File: src/hdl/mtc_pkg.sv
// shared widths, corner and sign-case tables and queue types for the cube contour unit
package mtc_pkg;

  localparam int GRID_BITS  = 8;
  localparam int FRAC_BITS  = 8;
  localparam int VALUE_BITS = 16;

  localparam int OUT_W  = GRID_BITS + FRAC_BITS + 1;
  localparam int NUM_W  = VALUE_BITS + FRAC_BITS + 1;
  localparam int DSR_W  = VALUE_BITS + 1;
  localparam int Q_W    = FRAC_BITS + 1;
  localparam int IN_W   = 3 * GRID_BITS + 8 * VALUE_BITS;
  localparam int IN_TW  = ((IN_W + 7) / 8) * 8;
  localparam int OUT_DW = 9 * OUT_W;
  localparam int OUT_TW = ((OUT_DW + 7) / 8) * 8;
  localparam int NUM_TET = 5;

  localparam logic [2:0] TET_ODD [NUM_TET][4] = '{
    '{3'd0, 3'd6, 3'd3, 3'd2}, '{3'd0, 3'd5, 3'd6, 3'd4}, '{3'd5, 3'd3, 3'd6, 3'd7},
    '{3'd0, 3'd3, 3'd5, 3'd1}, '{3'd0, 3'd6, 3'd5, 3'd3}
  };
  localparam logic [2:0] TET_EVEN [NUM_TET][4] = '{
    '{3'd4, 3'd2, 3'd1, 3'd0}, '{3'd4, 3'd7, 3'd2, 3'd6}, '{3'd4, 3'd1, 3'd7, 3'd5},
    '{3'd1, 3'd2, 3'd7, 3'd3}, '{3'd4, 3'd2, 3'd7, 3'd1}
  };

  localparam logic [1:0] CASE_COUNT [16] = '{
    2'd0, 2'd1, 2'd1, 2'd2, 2'd1, 2'd2, 2'd2, 2'd1,
    2'd1, 2'd2, 2'd2, 2'd1, 2'd2, 2'd1, 2'd1, 2'd0
  };

  // edge code is {tet vertex a, tet vertex b}; unused slots hold zero
  localparam logic [3:0] CASE_EDGES [16][6] = '{
    '{4'h0, 4'h0, 4'h0, 4'h0, 4'h0, 4'h0},
    '{4'h3, 4'hb, 4'h7, 4'h0, 4'h0, 4'h0},
    '{4'h2, 4'h6, 4'he, 4'h0, 4'h0, 4'h0},
    '{4'h7, 4'h3, 4'h2, 4'h7, 4'h2, 4'h6},
    '{4'h4, 4'h7, 4'h6, 4'h0, 4'h0, 4'h0},
    '{4'h1, 4'h3, 4'he, 4'h1, 4'he, 4'h9},
    '{4'h1, 4'hd, 4'he, 4'he, 4'h2, 4'h1},
    '{4'h1, 4'h3, 4'h2, 4'h0, 4'h0, 4'h0},
    '{4'h1, 4'h2, 4'h3, 4'h0, 4'h0, 4'h0},
    '{4'h1, 4'h2, 4'he, 4'h1, 4'he, 4'hd},
    '{4'h3, 4'h1, 4'hb, 4'h1, 4'h9, 4'hb},
    '{4'h1, 4'h9, 4'hd, 4'h0, 4'h0, 4'h0},
    '{4'h3, 4'h7, 4'h2, 4'h7, 4'h6, 4'h2},
    '{4'h2, 4'he, 4'h6, 4'h0, 4'h0, 4'h0},
    '{4'h3, 4'h7, 4'hb, 4'h0, 4'h0, 4'h0},
    '{4'h0, 4'h0, 4'h0, 4'h0, 4'h0, 4'h0}
  };

  typedef struct packed {
    logic [2:0][GRID_BITS-1:0]  base;
    logic [7:0][VALUE_BITS-1:0] val;
    logic                       odd;
    logic [NUM_TET-1:0][3:0]    cs;
  } mtc_cube_t;

endpackage

File: src/hdl/mtc_front.sv
// front end: cube acceptance, parity and per-tetrahedron sign classification, cube queue
module mtc_front import mtc_pkg::*; (
  input  logic             clk,
  input  logic             rst_n,
  input  logic             in_valid,
  output logic             in_ready,
  input  logic [IN_W-1:0]  in_data,
  output logic             head_valid,
  output mtc_cube_t        head,
  input  logic             head_pop
);

  mtc_cube_t  cls;
  mtc_cube_t  q_r [2];
  logic       wr_ptr_r, wr_ptr_nxt;
  logic       rd_ptr_r, rd_ptr_nxt;
  logic [1:0] cnt_r, cnt_nxt;
  logic       push, pop;

  always_comb begin
    logic [2:0] c;
    logic [GRID_BITS+1:0] sum;
    cls = '0;
    for (int a = 0; a < 3; a++) cls.base[a] = in_data[a*GRID_BITS +: GRID_BITS];
    for (int n = 0; n < 8; n++) cls.val[n] = in_data[3*GRID_BITS + n*VALUE_BITS +: VALUE_BITS];
    sum = (GRID_BITS+2)'(cls.base[0]) + (GRID_BITS+2)'(cls.base[1])
        + (GRID_BITS+2)'(cls.base[2]);
    cls.odd = sum[0];
    for (int t = 0; t < NUM_TET; t++) begin
      for (int v = 0; v < 4; v++) begin
        c = cls.odd ? TET_ODD[t][v] : TET_EVEN[t][v];
        cls.cs[t][3-v] = cls.val[c][VALUE_BITS-1];
      end
    end
  end

  assign in_ready   = (cnt_r != 2'd2);
  assign push       = in_valid && in_ready;
  assign head_valid = (cnt_r != 2'd0);
  assign pop        = head_pop && head_valid;
  assign head       = q_r[rd_ptr_r];

  always_comb begin
    wr_ptr_nxt = wr_ptr_r ^ push;
    rd_ptr_nxt = rd_ptr_r ^ pop;
    cnt_nxt    = cnt_r + 2'(push) - 2'(pop);
  end

  always_ff @(posedge clk) begin
    if (!rst_n) begin
      wr_ptr_r <= 1'b0;
      rd_ptr_r <= 1'b0;
      cnt_r    <= 2'd0;
    end else begin
      wr_ptr_r <= wr_ptr_nxt;
      rd_ptr_r <= rd_ptr_nxt;
      cnt_r    <= cnt_nxt;
    end
  end

  always_ff @(posedge clk) begin
    if (push) q_r[wr_ptr_r] <= cls;
  end

endmodule

File: src/hdl/mtc_back.sv
// back end: triangle sequencer, pipelined edge interpolation and output register
module mtc_back import mtc_pkg::*; (
  input  logic              clk,
  input  logic              rst_n,
  input  logic              head_valid,
  input  mtc_cube_t         head,
  output logic              head_pop,
  output logic              out_valid,
  input  logic              out_ready,
  output logic [OUT_DW-1:0] out_data,
  output logic              out_last
);

  typedef struct packed {
    logic [NUM_W-1:0] rem;
    logic [DSR_W-1:0] dsr;
    logic [Q_W-1:0]   q;
    logic [2:0]       cn;
    logic [2:0]       cp;
  } vtx_t;

  typedef struct packed {
    vtx_t [2:0]                v;
    logic [2:0][GRID_BITS-1:0] base;
    logic                      last;
  } tri_t;

  logic [2:0]  tet_r, tet_nxt;
  logic        tri_r, tri_nxt;
  tri_t        pipe_r [Q_W+1];
  logic        vld_r  [Q_W+1];
  tri_t        pipe_nxt [Q_W+1];
  tri_t        setup_nxt;
  logic        out_valid_r;
  logic [OUT_DW-1:0] out_data_r, out_data_nxt;
  logic        out_last_r;
  logic        en;

  logic [2:0]  sel;
  logic        any_sel, more_after, last_tri, issue;
  logic [1:0]  cnt [NUM_TET];

  assign en = !out_valid_r || out_ready;

  // pick the next tetrahedron that still has triangles to give
  always_comb begin
    logic found;
    found = 1'b0;
    sel = 3'd0;
    more_after = 1'b0;
    for (int t = 0; t < NUM_TET; t++) begin
      cnt[t] = CASE_COUNT[head.cs[t]];
      if (cnt[t] != 2'd0 && 3'(t) >= tet_r) begin
        if (found) more_after = 1'b1;
        else begin
          found = 1'b1;
          sel = 3'(t);
        end
      end
    end
    any_sel  = found;
    last_tri = (tri_r || cnt[sel] == 2'd1) && !more_after;
    issue    = head_valid && en && any_sel;
    head_pop = head_valid && en && (!any_sel || last_tri);
    tet_nxt  = tet_r;
    tri_nxt  = tri_r;
    if (head_pop) begin
      tet_nxt = 3'd0;
      tri_nxt = 1'b0;
    end else if (issue) begin
      if (!tri_r && cnt[sel] == 2'd2) begin
        tet_nxt = sel;
        tri_nxt = 1'b1;
      end else begin
        tet_nxt = sel + 3'd1;
        tri_nxt = 1'b0;
      end
    end
  end

  // vertex set-up: interpolation always runs from the negative corner
  always_comb begin
    logic [3:0] e;
    logic [2:0] ca, cb, cn, cp;
    logic [VALUE_BITS-1:0] mn, mp, den;
    logic [2:0] idx;
    setup_nxt = '0;
    setup_nxt.base = head.base;
    setup_nxt.last = last_tri;
    for (int v = 0; v < 3; v++) begin
      idx = tri_r ? 3'(3 + v) : 3'(v);
      e  = CASE_EDGES[head.cs[sel]][idx];
      ca = head.odd ? TET_ODD[sel][e[3:2]] : TET_EVEN[sel][e[3:2]];
      cb = head.odd ? TET_ODD[sel][e[1:0]] : TET_EVEN[sel][e[1:0]];
      if (!head.val[ca][VALUE_BITS-1]) begin
        cn = cb;
        cp = ca;
      end else begin
        cn = ca;
        cp = cb;
      end
      mn  = ~head.val[cn] + 1'b1;
      mp  = head.val[cp];
      den = mn + mp;
      setup_nxt.v[v].rem = {mn, {(FRAC_BITS+1){1'b0}}} + NUM_W'(den);
      setup_nxt.v[v].dsr = {den, 1'b0};
      setup_nxt.v[v].q   = '0;
      setup_nxt.v[v].cn  = cn;
      setup_nxt.v[v].cp  = cp;
    end
  end

  // restoring division, one quotient bit per stage
  always_comb begin
    logic [NUM_W-1:0] sub;
    pipe_nxt[0] = setup_nxt;
    for (int k = 0; k < Q_W; k++) begin
      pipe_nxt[k+1] = pipe_r[k];
      for (int v = 0; v < 3; v++) begin
        sub = NUM_W'(pipe_r[k].v[v].dsr) << (Q_W - 1 - k);
        if (pipe_r[k].v[v].rem >= sub) begin
          pipe_nxt[k+1].v[v].rem = pipe_r[k].v[v].rem - sub;
          pipe_nxt[k+1].v[v].q[Q_W-1-k] = 1'b1;
        end
      end
    end
  end

  always_comb begin
    logic [GRID_BITS:0] an, ap;
    logic [OUT_W-1:0]   pos;
    out_data_nxt = '0;
    for (int v = 0; v < 3; v++) begin
      for (int a = 0; a < 3; a++) begin
        an  = (GRID_BITS+1)'(pipe_r[Q_W].base[a]) + (GRID_BITS+1)'(pipe_r[Q_W].v[v].cn[2-a]);
        ap  = (GRID_BITS+1)'(pipe_r[Q_W].base[a]) + (GRID_BITS+1)'(pipe_r[Q_W].v[v].cp[2-a]);
        pos = {an, {FRAC_BITS{1'b0}}};
        if (ap > an)      pos = pos + OUT_W'(pipe_r[Q_W].v[v].q);
        else if (ap < an) pos = pos - OUT_W'(pipe_r[Q_W].v[v].q);
        out_data_nxt[(3*v+a)*OUT_W +: OUT_W] = pos;
      end
    end
  end

  always_ff @(posedge clk) begin
    if (!rst_n) begin
      tet_r       <= 3'd0;
      tri_r       <= 1'b0;
      out_valid_r <= 1'b0;
      for (int k = 0; k <= Q_W; k++) vld_r[k] <= 1'b0;
    end else begin
      tet_r <= tet_nxt;
      tri_r <= tri_nxt;
      if (en) begin
        vld_r[0] <= issue;
        for (int k = 0; k < Q_W; k++) vld_r[k+1] <= vld_r[k];
        out_valid_r <= vld_r[Q_W];
      end
    end
  end

  always_ff @(posedge clk) begin
    if (en) begin
      for (int k = 0; k <= Q_W; k++) pipe_r[k] <= pipe_nxt[k];
      out_data_r <= out_data_nxt;
      out_last_r <= pipe_r[Q_W].last;
    end
  end

  assign out_valid = out_valid_r;
  assign out_data  = out_data_r;
  assign out_last  = out_last_r;

endmodule

File: src/hdl/marching_tets_cube_contour_unit.sv
// top level of the cube contour unit: front classifier and queue, back interpolation pipeline
// path: a triangle passes the set-up register, 9 division stages and the output register after its
//   cube is taken (the queue write shares the accepting edge), and stalls while out_tready is low
// throughput: one triangle per cycle while out_tready does not stall the pipeline; a cube holds the
//   queue head until its last triangle is issued, and a cube with no triangle is popped without one
// reset: synchronous active-low rst_n empties the queue, the sequencer and the pipeline
module marching_tets_cube_contour_unit import mtc_pkg::*; (
  input  logic              clk,
  input  logic              rst_n,
  input  logic              in_tvalid,
  output logic              in_tready,
  // cube_i, cube_j, cube_k, val_000, val_001, val_010, val_011, val_100 .. val_111
  input  logic [IN_TW-1:0]  in_tdata,
  output logic              out_tvalid,
  input  logic              out_tready,
  // vert0_x, vert0_y, vert0_z, vert1_x .. vert2_z, zero fill
  output logic [OUT_TW-1:0] out_tdata,
  output logic              out_tlast
);

  logic              head_valid, head_pop;
  mtc_cube_t         head;
  logic [OUT_DW-1:0] out_data;

  mtc_front u_front (
    .clk        (clk),
    .rst_n      (rst_n),
    .in_valid   (in_tvalid),
    .in_ready   (in_tready),
    .in_data    (in_tdata[IN_W-1:0]),
    .head_valid (head_valid),
    .head       (head),
    .head_pop   (head_pop)
  );

  mtc_back u_back (
    .clk        (clk),
    .rst_n      (rst_n),
    .head_valid (head_valid),
    .head       (head),
    .head_pop   (head_pop),
    .out_valid  (out_tvalid),
    .out_ready  (out_tready),
    .out_data   (out_data),
    .out_last   (out_tlast)
  );

  assign out_tdata = OUT_TW'(out_data);

endmodule

File: config.mk
export PLATFORM = sky130hd
export DESIGN_NAME = marching_tets_cube_contour_unit
export DESIGN_NICKNAME = d
export VERILOG_FILES = /design/src/hdl/mtc_pkg.sv /design/src/hdl/mtc_front.sv /design/src/hdl/mtc_back.sv /design/src/hdl/marching_tets_cube_contour_unit.sv
export SDC_FILE = /design/constraint.sdc
export NUM_CORES = 2
export LEC_CHECK = 0
export BUFFER_PORTS_ARGS = -buffer_cell sky130_fd_sc_hd__buf_2
export CORE_ASPECT_RATIO = 0.6
export CORE_UTILIZATION = 52
export CTS_CLUSTER_SIZE = 30
export DETAILED_ROUTE_END_ITERATION = 8
export PLACE_DENSITY_LB_ADDON = 0.1
export SETUP_SLACK_MARGIN = 0.05
export SLEW_MARGIN = 10
export SYNTH_ARGS = -nofsm -noshare
export SYNTH_HDL_FRONTEND = slang
export SYNTH_HIERARCHICAL = 1
export SYNTH_SLANG_ARGS = --single-unit
File: constraint.sdc
create_clock -name clk -period 75.4 [get_ports clk]
set_input_delay 7.54 -clock clk [delete_from_list [all_inputs] [get_ports clk]]
set_output_delay 7.54 -clock clk [all_outputs]
set_load 0.02 [all_outputs]
Yosys cells after proc, flatten, opt, wreduce, memory -nomap -nowiden:

Memories as Yosys holds them, arrays and structs flattened. A register that Yosys moved wholly into a read port is not among the register bits.
Index checks and enable logic that the tools add are counted.

* add/subtract/negate cells: 77
* magnitude comparators: 88
* equality and inequality tests: 3
* multiplexer cells: 248
* bitwise logic cells: 32
* reduce and logical (&&, ||, !) cells: 27

Operators with widths (number)
* 16-bit binary-select mux with 3-bit select: 21
* 25-bit 2-to-1 mux: 27
* 16-bit 2-to-1 mux: 21
* 17-bit 2-to-1 mux: 18
* 8-bit by 1-bit adder with 9-bit output: 18
* 17-bit by 9-bit adder with 17-bit output: 9
* 17-bit by 9-bit subtractor with 17-bit output: 9
* 3-bit 2-to-1 mux: 47
* 3-bit by 4-bit less-than comparator with 1-bit output, second input constant: 22
* 9-bit > comparator: 9
* 9-bit less-than comparator: 9
* 25-bit by 16-bit adder with 25-bit output: 3
* 25-bit by 17-bit greater-or-equal comparator with 1-bit output: 3
* 25-bit by 18-bit greater-or-equal comparator with 1-bit output: 3
* 25-bit by 19-bit greater-or-equal comparator with 1-bit output: 3
* 25-bit by 20-bit greater-or-equal comparator with 1-bit output: 3
* 25-bit by 21-bit greater-or-equal comparator with 1-bit output: 3
* 25-bit by 22-bit greater-or-equal comparator with 1-bit output: 3
* 25-bit by 23-bit greater-or-equal comparator with 1-bit output: 3
* 25-bit by 24-bit greater-or-equal comparator with 1-bit output: 3
* 25-bit greater-or-equal comparator: 3
* 25-bit by 17-bit subtractor with 25-bit output: 3
* 25-bit by 18-bit subtractor with 25-bit output: 3
* 25-bit by 19-bit subtractor with 25-bit output: 3
* 41 further kinds: 226

* bits in registers: 162
* memory bits (writable): 2316
* ROM bits: 736
* output and inout port bits: 163
* word-level logic and storage cells: 493
* memories: 11

Memory list
* u_back.pipe_r: depth 10, width 196, read ports 10, clocked after memory_dff 0, wr ports 10, line mtc_back.sv:30 `tri_t pipe_r [Q_W+1];`
* (name not given): depth 16, width 24, read ports 1, clocked after memory_dff 0, wr ports 0, line mtc_back.sv:92 `e = CASE_EDGES[head.cs[sel]][idx];`
* u_front.q_r: depth 2, width 173, read ports 1, clocked after memory_dff 1, wr ports 1, line mtc_front.sv:14 `mtc_cube_t q_r [2];`
* (name not given): depth 8, width 12, read ports 1, clocked after memory_dff 0, wr ports 0, line mtc_back.sv:93 `ca = head.odd ? TET_ODD[sel][e[3:2]] : TET_EVEN[sel][e[3:2]];`
* (name not given): depth 8, width 12, read ports 1, clocked after memory_dff 0, wr ports 0, line mtc_back.sv:94 `cb = head.odd ? TET_ODD[sel][e[1:0]] : TET_EVEN[sel][e[1:0]];`
* (name not given): depth 16, width 2, read ports 1, clocked after memory_dff 0, wr ports 0, line mtc_back.sv:52 `cnt[t] = CASE_COUNT[head.cs[t]];`
* +5 memories

Depth between registers and ports, before layout:

* depth in word-level cells: 38
* gate-level depth with buffers: 61

Hierarchy:

Netlist, hierarchy kept.

By module, submodules not included
* mtc_back: times used 1, cells an instance 8939, area each 97926.4 um^2
* mtc_front: times used 1, cells an instance 580, area each 12365.6 um^2
* marching_tets_cube_contour_unit: times used 1, cells an instance 8, area each 56.3 um^2

Least setup slack after synthesis:

OpenSTA, ideal clock, no wires.

* path kind: in2reg
* from: input port out_tready
* to: memory u_back.vld_r[9] (data pin)
* arrival: 56068 ps
* setup slack: 18961 ps
* stages: 4
* path buffers: 1
* path through: nor2b_1 -> inv_1 -> clkbuf_1 -> and3_1

RTL lines
* start, declared: line marching_tets_cube_contour_unit.sv:15 `input logic out_tready,`
* end, declared: line mtc_back.sv:31 `logic vld_r [Q_W+1];`

==> qor.csv <==
stage,metric,value,unit
sta,setup_viol,0,
critical_path,crit_required,75960,ps
synth,synth_top_family_by_area,compound AO/OA/AOI/OAI gates,
floorplan,dieArea,214100,um^2
synth,synth_simple_gate_area_share,11.07,%
sta,tightest_slew,1342,ps
synth,synth_compound_area_share,11.78,%
route,ant_nets,0,
floorplan,die_h,358.8,um
sta,rsz0062_at_grt,no,
layout,nFillCells,17225,
clocking,cts_buffer_depth,4,
sta,hold_violations,0,
route,dr.pass1.iters,8,
sta,skew,91.24,ps
sta,max_freq,64.28,MHz
synth,synth.top_cell.area_share,54.37,%
clocking,ctsHoldBuffers,0,
clocking,cts_tree,yes,
clocking,path_clk_slew,70,ps
placement,gp_congestion,0.9394,
synth,ys_types,132,
synth,seq_area_frac_synth,54.72,%
global_route,grt_pass1_vias,71514,
critical_path,cp_slowest_cell,buf_4,
floorplan,core_area,210200,um^2
synth,yosys-top-cells-area,"edfxtp_1 54%, ha_1 7.5%, xnor2_1 3.5%",
synth,syn_avg_cell_area,11.58,um^2
floorplan,rows,130,
synth,yosysTopAreaCell,edfxtp_1,
critical_path,crit_arrival,16120,ps
route,drc,0,
route,wirelength,288900,um
placement,place_hpwl,214800,um
global_route,grt.total_usage,26.45,%
floorplan,io_pins,319,
critical_path,critPathCaptureType,flop,
sta,relSlewSlack,9.590,%
synth,synth_edf_count,1998,
global_route,overflow,0,
clocking,post_cts_resized,0,
synth,synthAdderAreaFrac,8.075,%
clocking,worstSkewPairLatency,860,ps
global_route,grt.busiest_layer,met1,
floorplan,initial_utilization,52.51,%
placement,port_buffers,311,
sta,fin_setup_tns,0,ps
route,vias,74947,
route,via_per_inst,5.861,
global_route,grt_pass1_wl,436400,um
global_route,use_met1,42.19,%
layout,drive_gt1_share,10.58,%
critical_path,crit_fanout,72,
synth,async_flop_share,0,%
sta,period_share,20.63,%
critical_path,cp-start-kind,flop,
synth,synth_xor_area_share,5.254,%
job,cap_viol_max_count,0,
sta,period_minus_slack,15560,ps
critical_path,slowest_delay,790,ps
floorplan,chipWidth,596.7,um
global_route,grt_antenna_before_repair,22,
global_route,met2_usage,36.21,%
synth,synth_flop_cell,edfxtp_1,
global_route,grt_max_degree,196,
synth,synth_mux_area_share,5.133,%
synth,synthCells,9527,
hold_path,hp-class,flop to flop,
route,drt-wirelength-per-cell,22.59,um
clocking,htreeDepth,4,
route,drt_iter0_markers,8137,
critical_path,timing.setup.critical_path_class,flop to flop,
clocking,root_buffer,clkbuf_16,
synth,yosys_warnings,6,
synth,syn-cell-area,110300,um^2
clocking,numCtsBuffers,194,
layout,area_growth,9.829,%
layout,nNetsFinal,10637,
clocking,clock_sinks,2017,
global_route,use_met3,5.628,%
synth,synth_seq_cells,2017,
status,status,"finished, final reports clean",
sta,drv_slew,0,
clocking,post_cts_buffers,0,
flip-flops by register name, summed over array words and instances (netlist names), named ones only:
signal	count
u_back/out_last	1
u_back/out_data	153
u_front/wr_ptr_r	1
u_back/pipe_r	1513
u_front/rd_ptr_r	1
u_front/q_r	330
u_front/cnt_r	2
u_back/vld_r	10
u_back/tri_r	1
u_back/out_valid	1
u_back/tet_r	3
worst max-delay path: cells and delay by family, from the launching register on:
family                   cells  cell delay, ps
AO/OA/AOI/OAI               15            4800
AND/OR/NAND/NOR             14            3950
buffers and inverters       10            2750
adder cells (fa/ha/maj)      7            2100
flip-flops                   1             670
multiplexers                 1             560
XOR/XNOR                     2             410
stage by stage:
| step | hold slack (ps) | setup slack [ps] | instance area (um^2) | utilization (%) | instances |
|---|---|---|---|---|---|
| after global routing | 413.7 | 58610 | 121200 | 57.66 | 12781 |
| final | 402.8 | 59840 | 121200 | 57.67 | 12788 |
| after floorplan | 400.3 | 18960 | 110400 | - | 9533 |
| after detailed placement | 404.5 | 60020 | 114800 | 54.63 | 12433 |
| after global placement | 401.2 | 60190 | 114800 | 54.63 | 12433 |
| after CTS | 407.8 | 60060 | 121200 | 57.66 | 12778 |
cell families after synthesis:
logic type	count (synthesis)
AOI/OAI and AO/OA	2058
xor gates and xnor gates	657
adders and majority gates	695
buffers and inverters	1110
DFF	2017
muxes	511
other	1
and+or+nand+nor	2478
area by class of cell:
cell class	count	area (um^2)	area share [%]
sequential	2017	60380	49.82
multi-input combinational	6406	45740	37.74
clock buffer	226	5049	4.166
tap	2838	3551	2.930
inverter	784	2958	2.441
timing repair buffer	388	2185	1.803
clock inverter	119	1311	1.082
antenna	10	25.02	0.02065
final timing paths:
check	endpoint	from	slack, ps	depth (start not counted)
max	u_back/pipe_r[0][133]$_DFFE_PN_	flop	59840	49
min reg2reg	u_back/pipe_r[7][149]$_DFFE_PN_	u_back/pipe_r[6][149]$_DFFE_PN_	400	0
max reg2reg	u_back/pipe_r[0][133]$_DFFE_PN_	flop	59840	49
min	u_back/pipe_r[7][149]$_DFFE_PN_	u_back/pipe_r[6][149]$_DFFE_PN_	400	0
cell usage in the layout, fill, tap and decap left out, types with 102 or more instances in the layout:
master	instances
edfxtp_1	1998
nand2_1	820
inv_1	771
ha_1	659
a21oi_1	586
o21ai_0	552
nor2_1	499
xnor2_1	444
buf_2	311
a21o_1	290
mux2i_1	252
mux2_2	231
xor2_1	209
nand3_1	200
clkbuf_16	197
nor2b_1	190
nand2b_1	155
a211oi_1	123
nor3_1	107
nand4_1	102
synth_stat cells, types with 20 or more instances:
cell type	number
a21boi_0	25
o21bai_1	23
mux2_2	233
xor2_1	209
a21o_1	290
mux2i_1	254
clkbuf_1	217
buf_1	40
o211ai_1	61
o32ai_1	21
a31oi_1	30
a211oi_1	123
nand4_1	102
buf_2	28
nor2_1	500
or2_2	29
buf_4	35
and4_1	35
and3_1	39
a22o_1	39
o21ai_0	552
nor4_1	50
o22ai_1	20
nand2b_1	155
ha_1	660
fa_1	30
nor2b_1	190
nand2_1	820
nor3_1	107
a2111oi_0	26
nand3_1	200
and2_1	97
or3_1	35
inv_1	772
edfxtp_1	1998
o31ai_1	70
xnor2_1	444
a21oi_1	588
routing by layer:
metal / wire, um / vias to the layer above
met5: 63 / -
met4: 7259 / 12
met3: 24500 / 459
met2: 113400 / 2794
met1: 143600 / 36293
li1: - / 35389
Power is left out: the tool's default activity adds up to more than one toggle a clock period on the data nets, which glitch-free logic cannot reach.
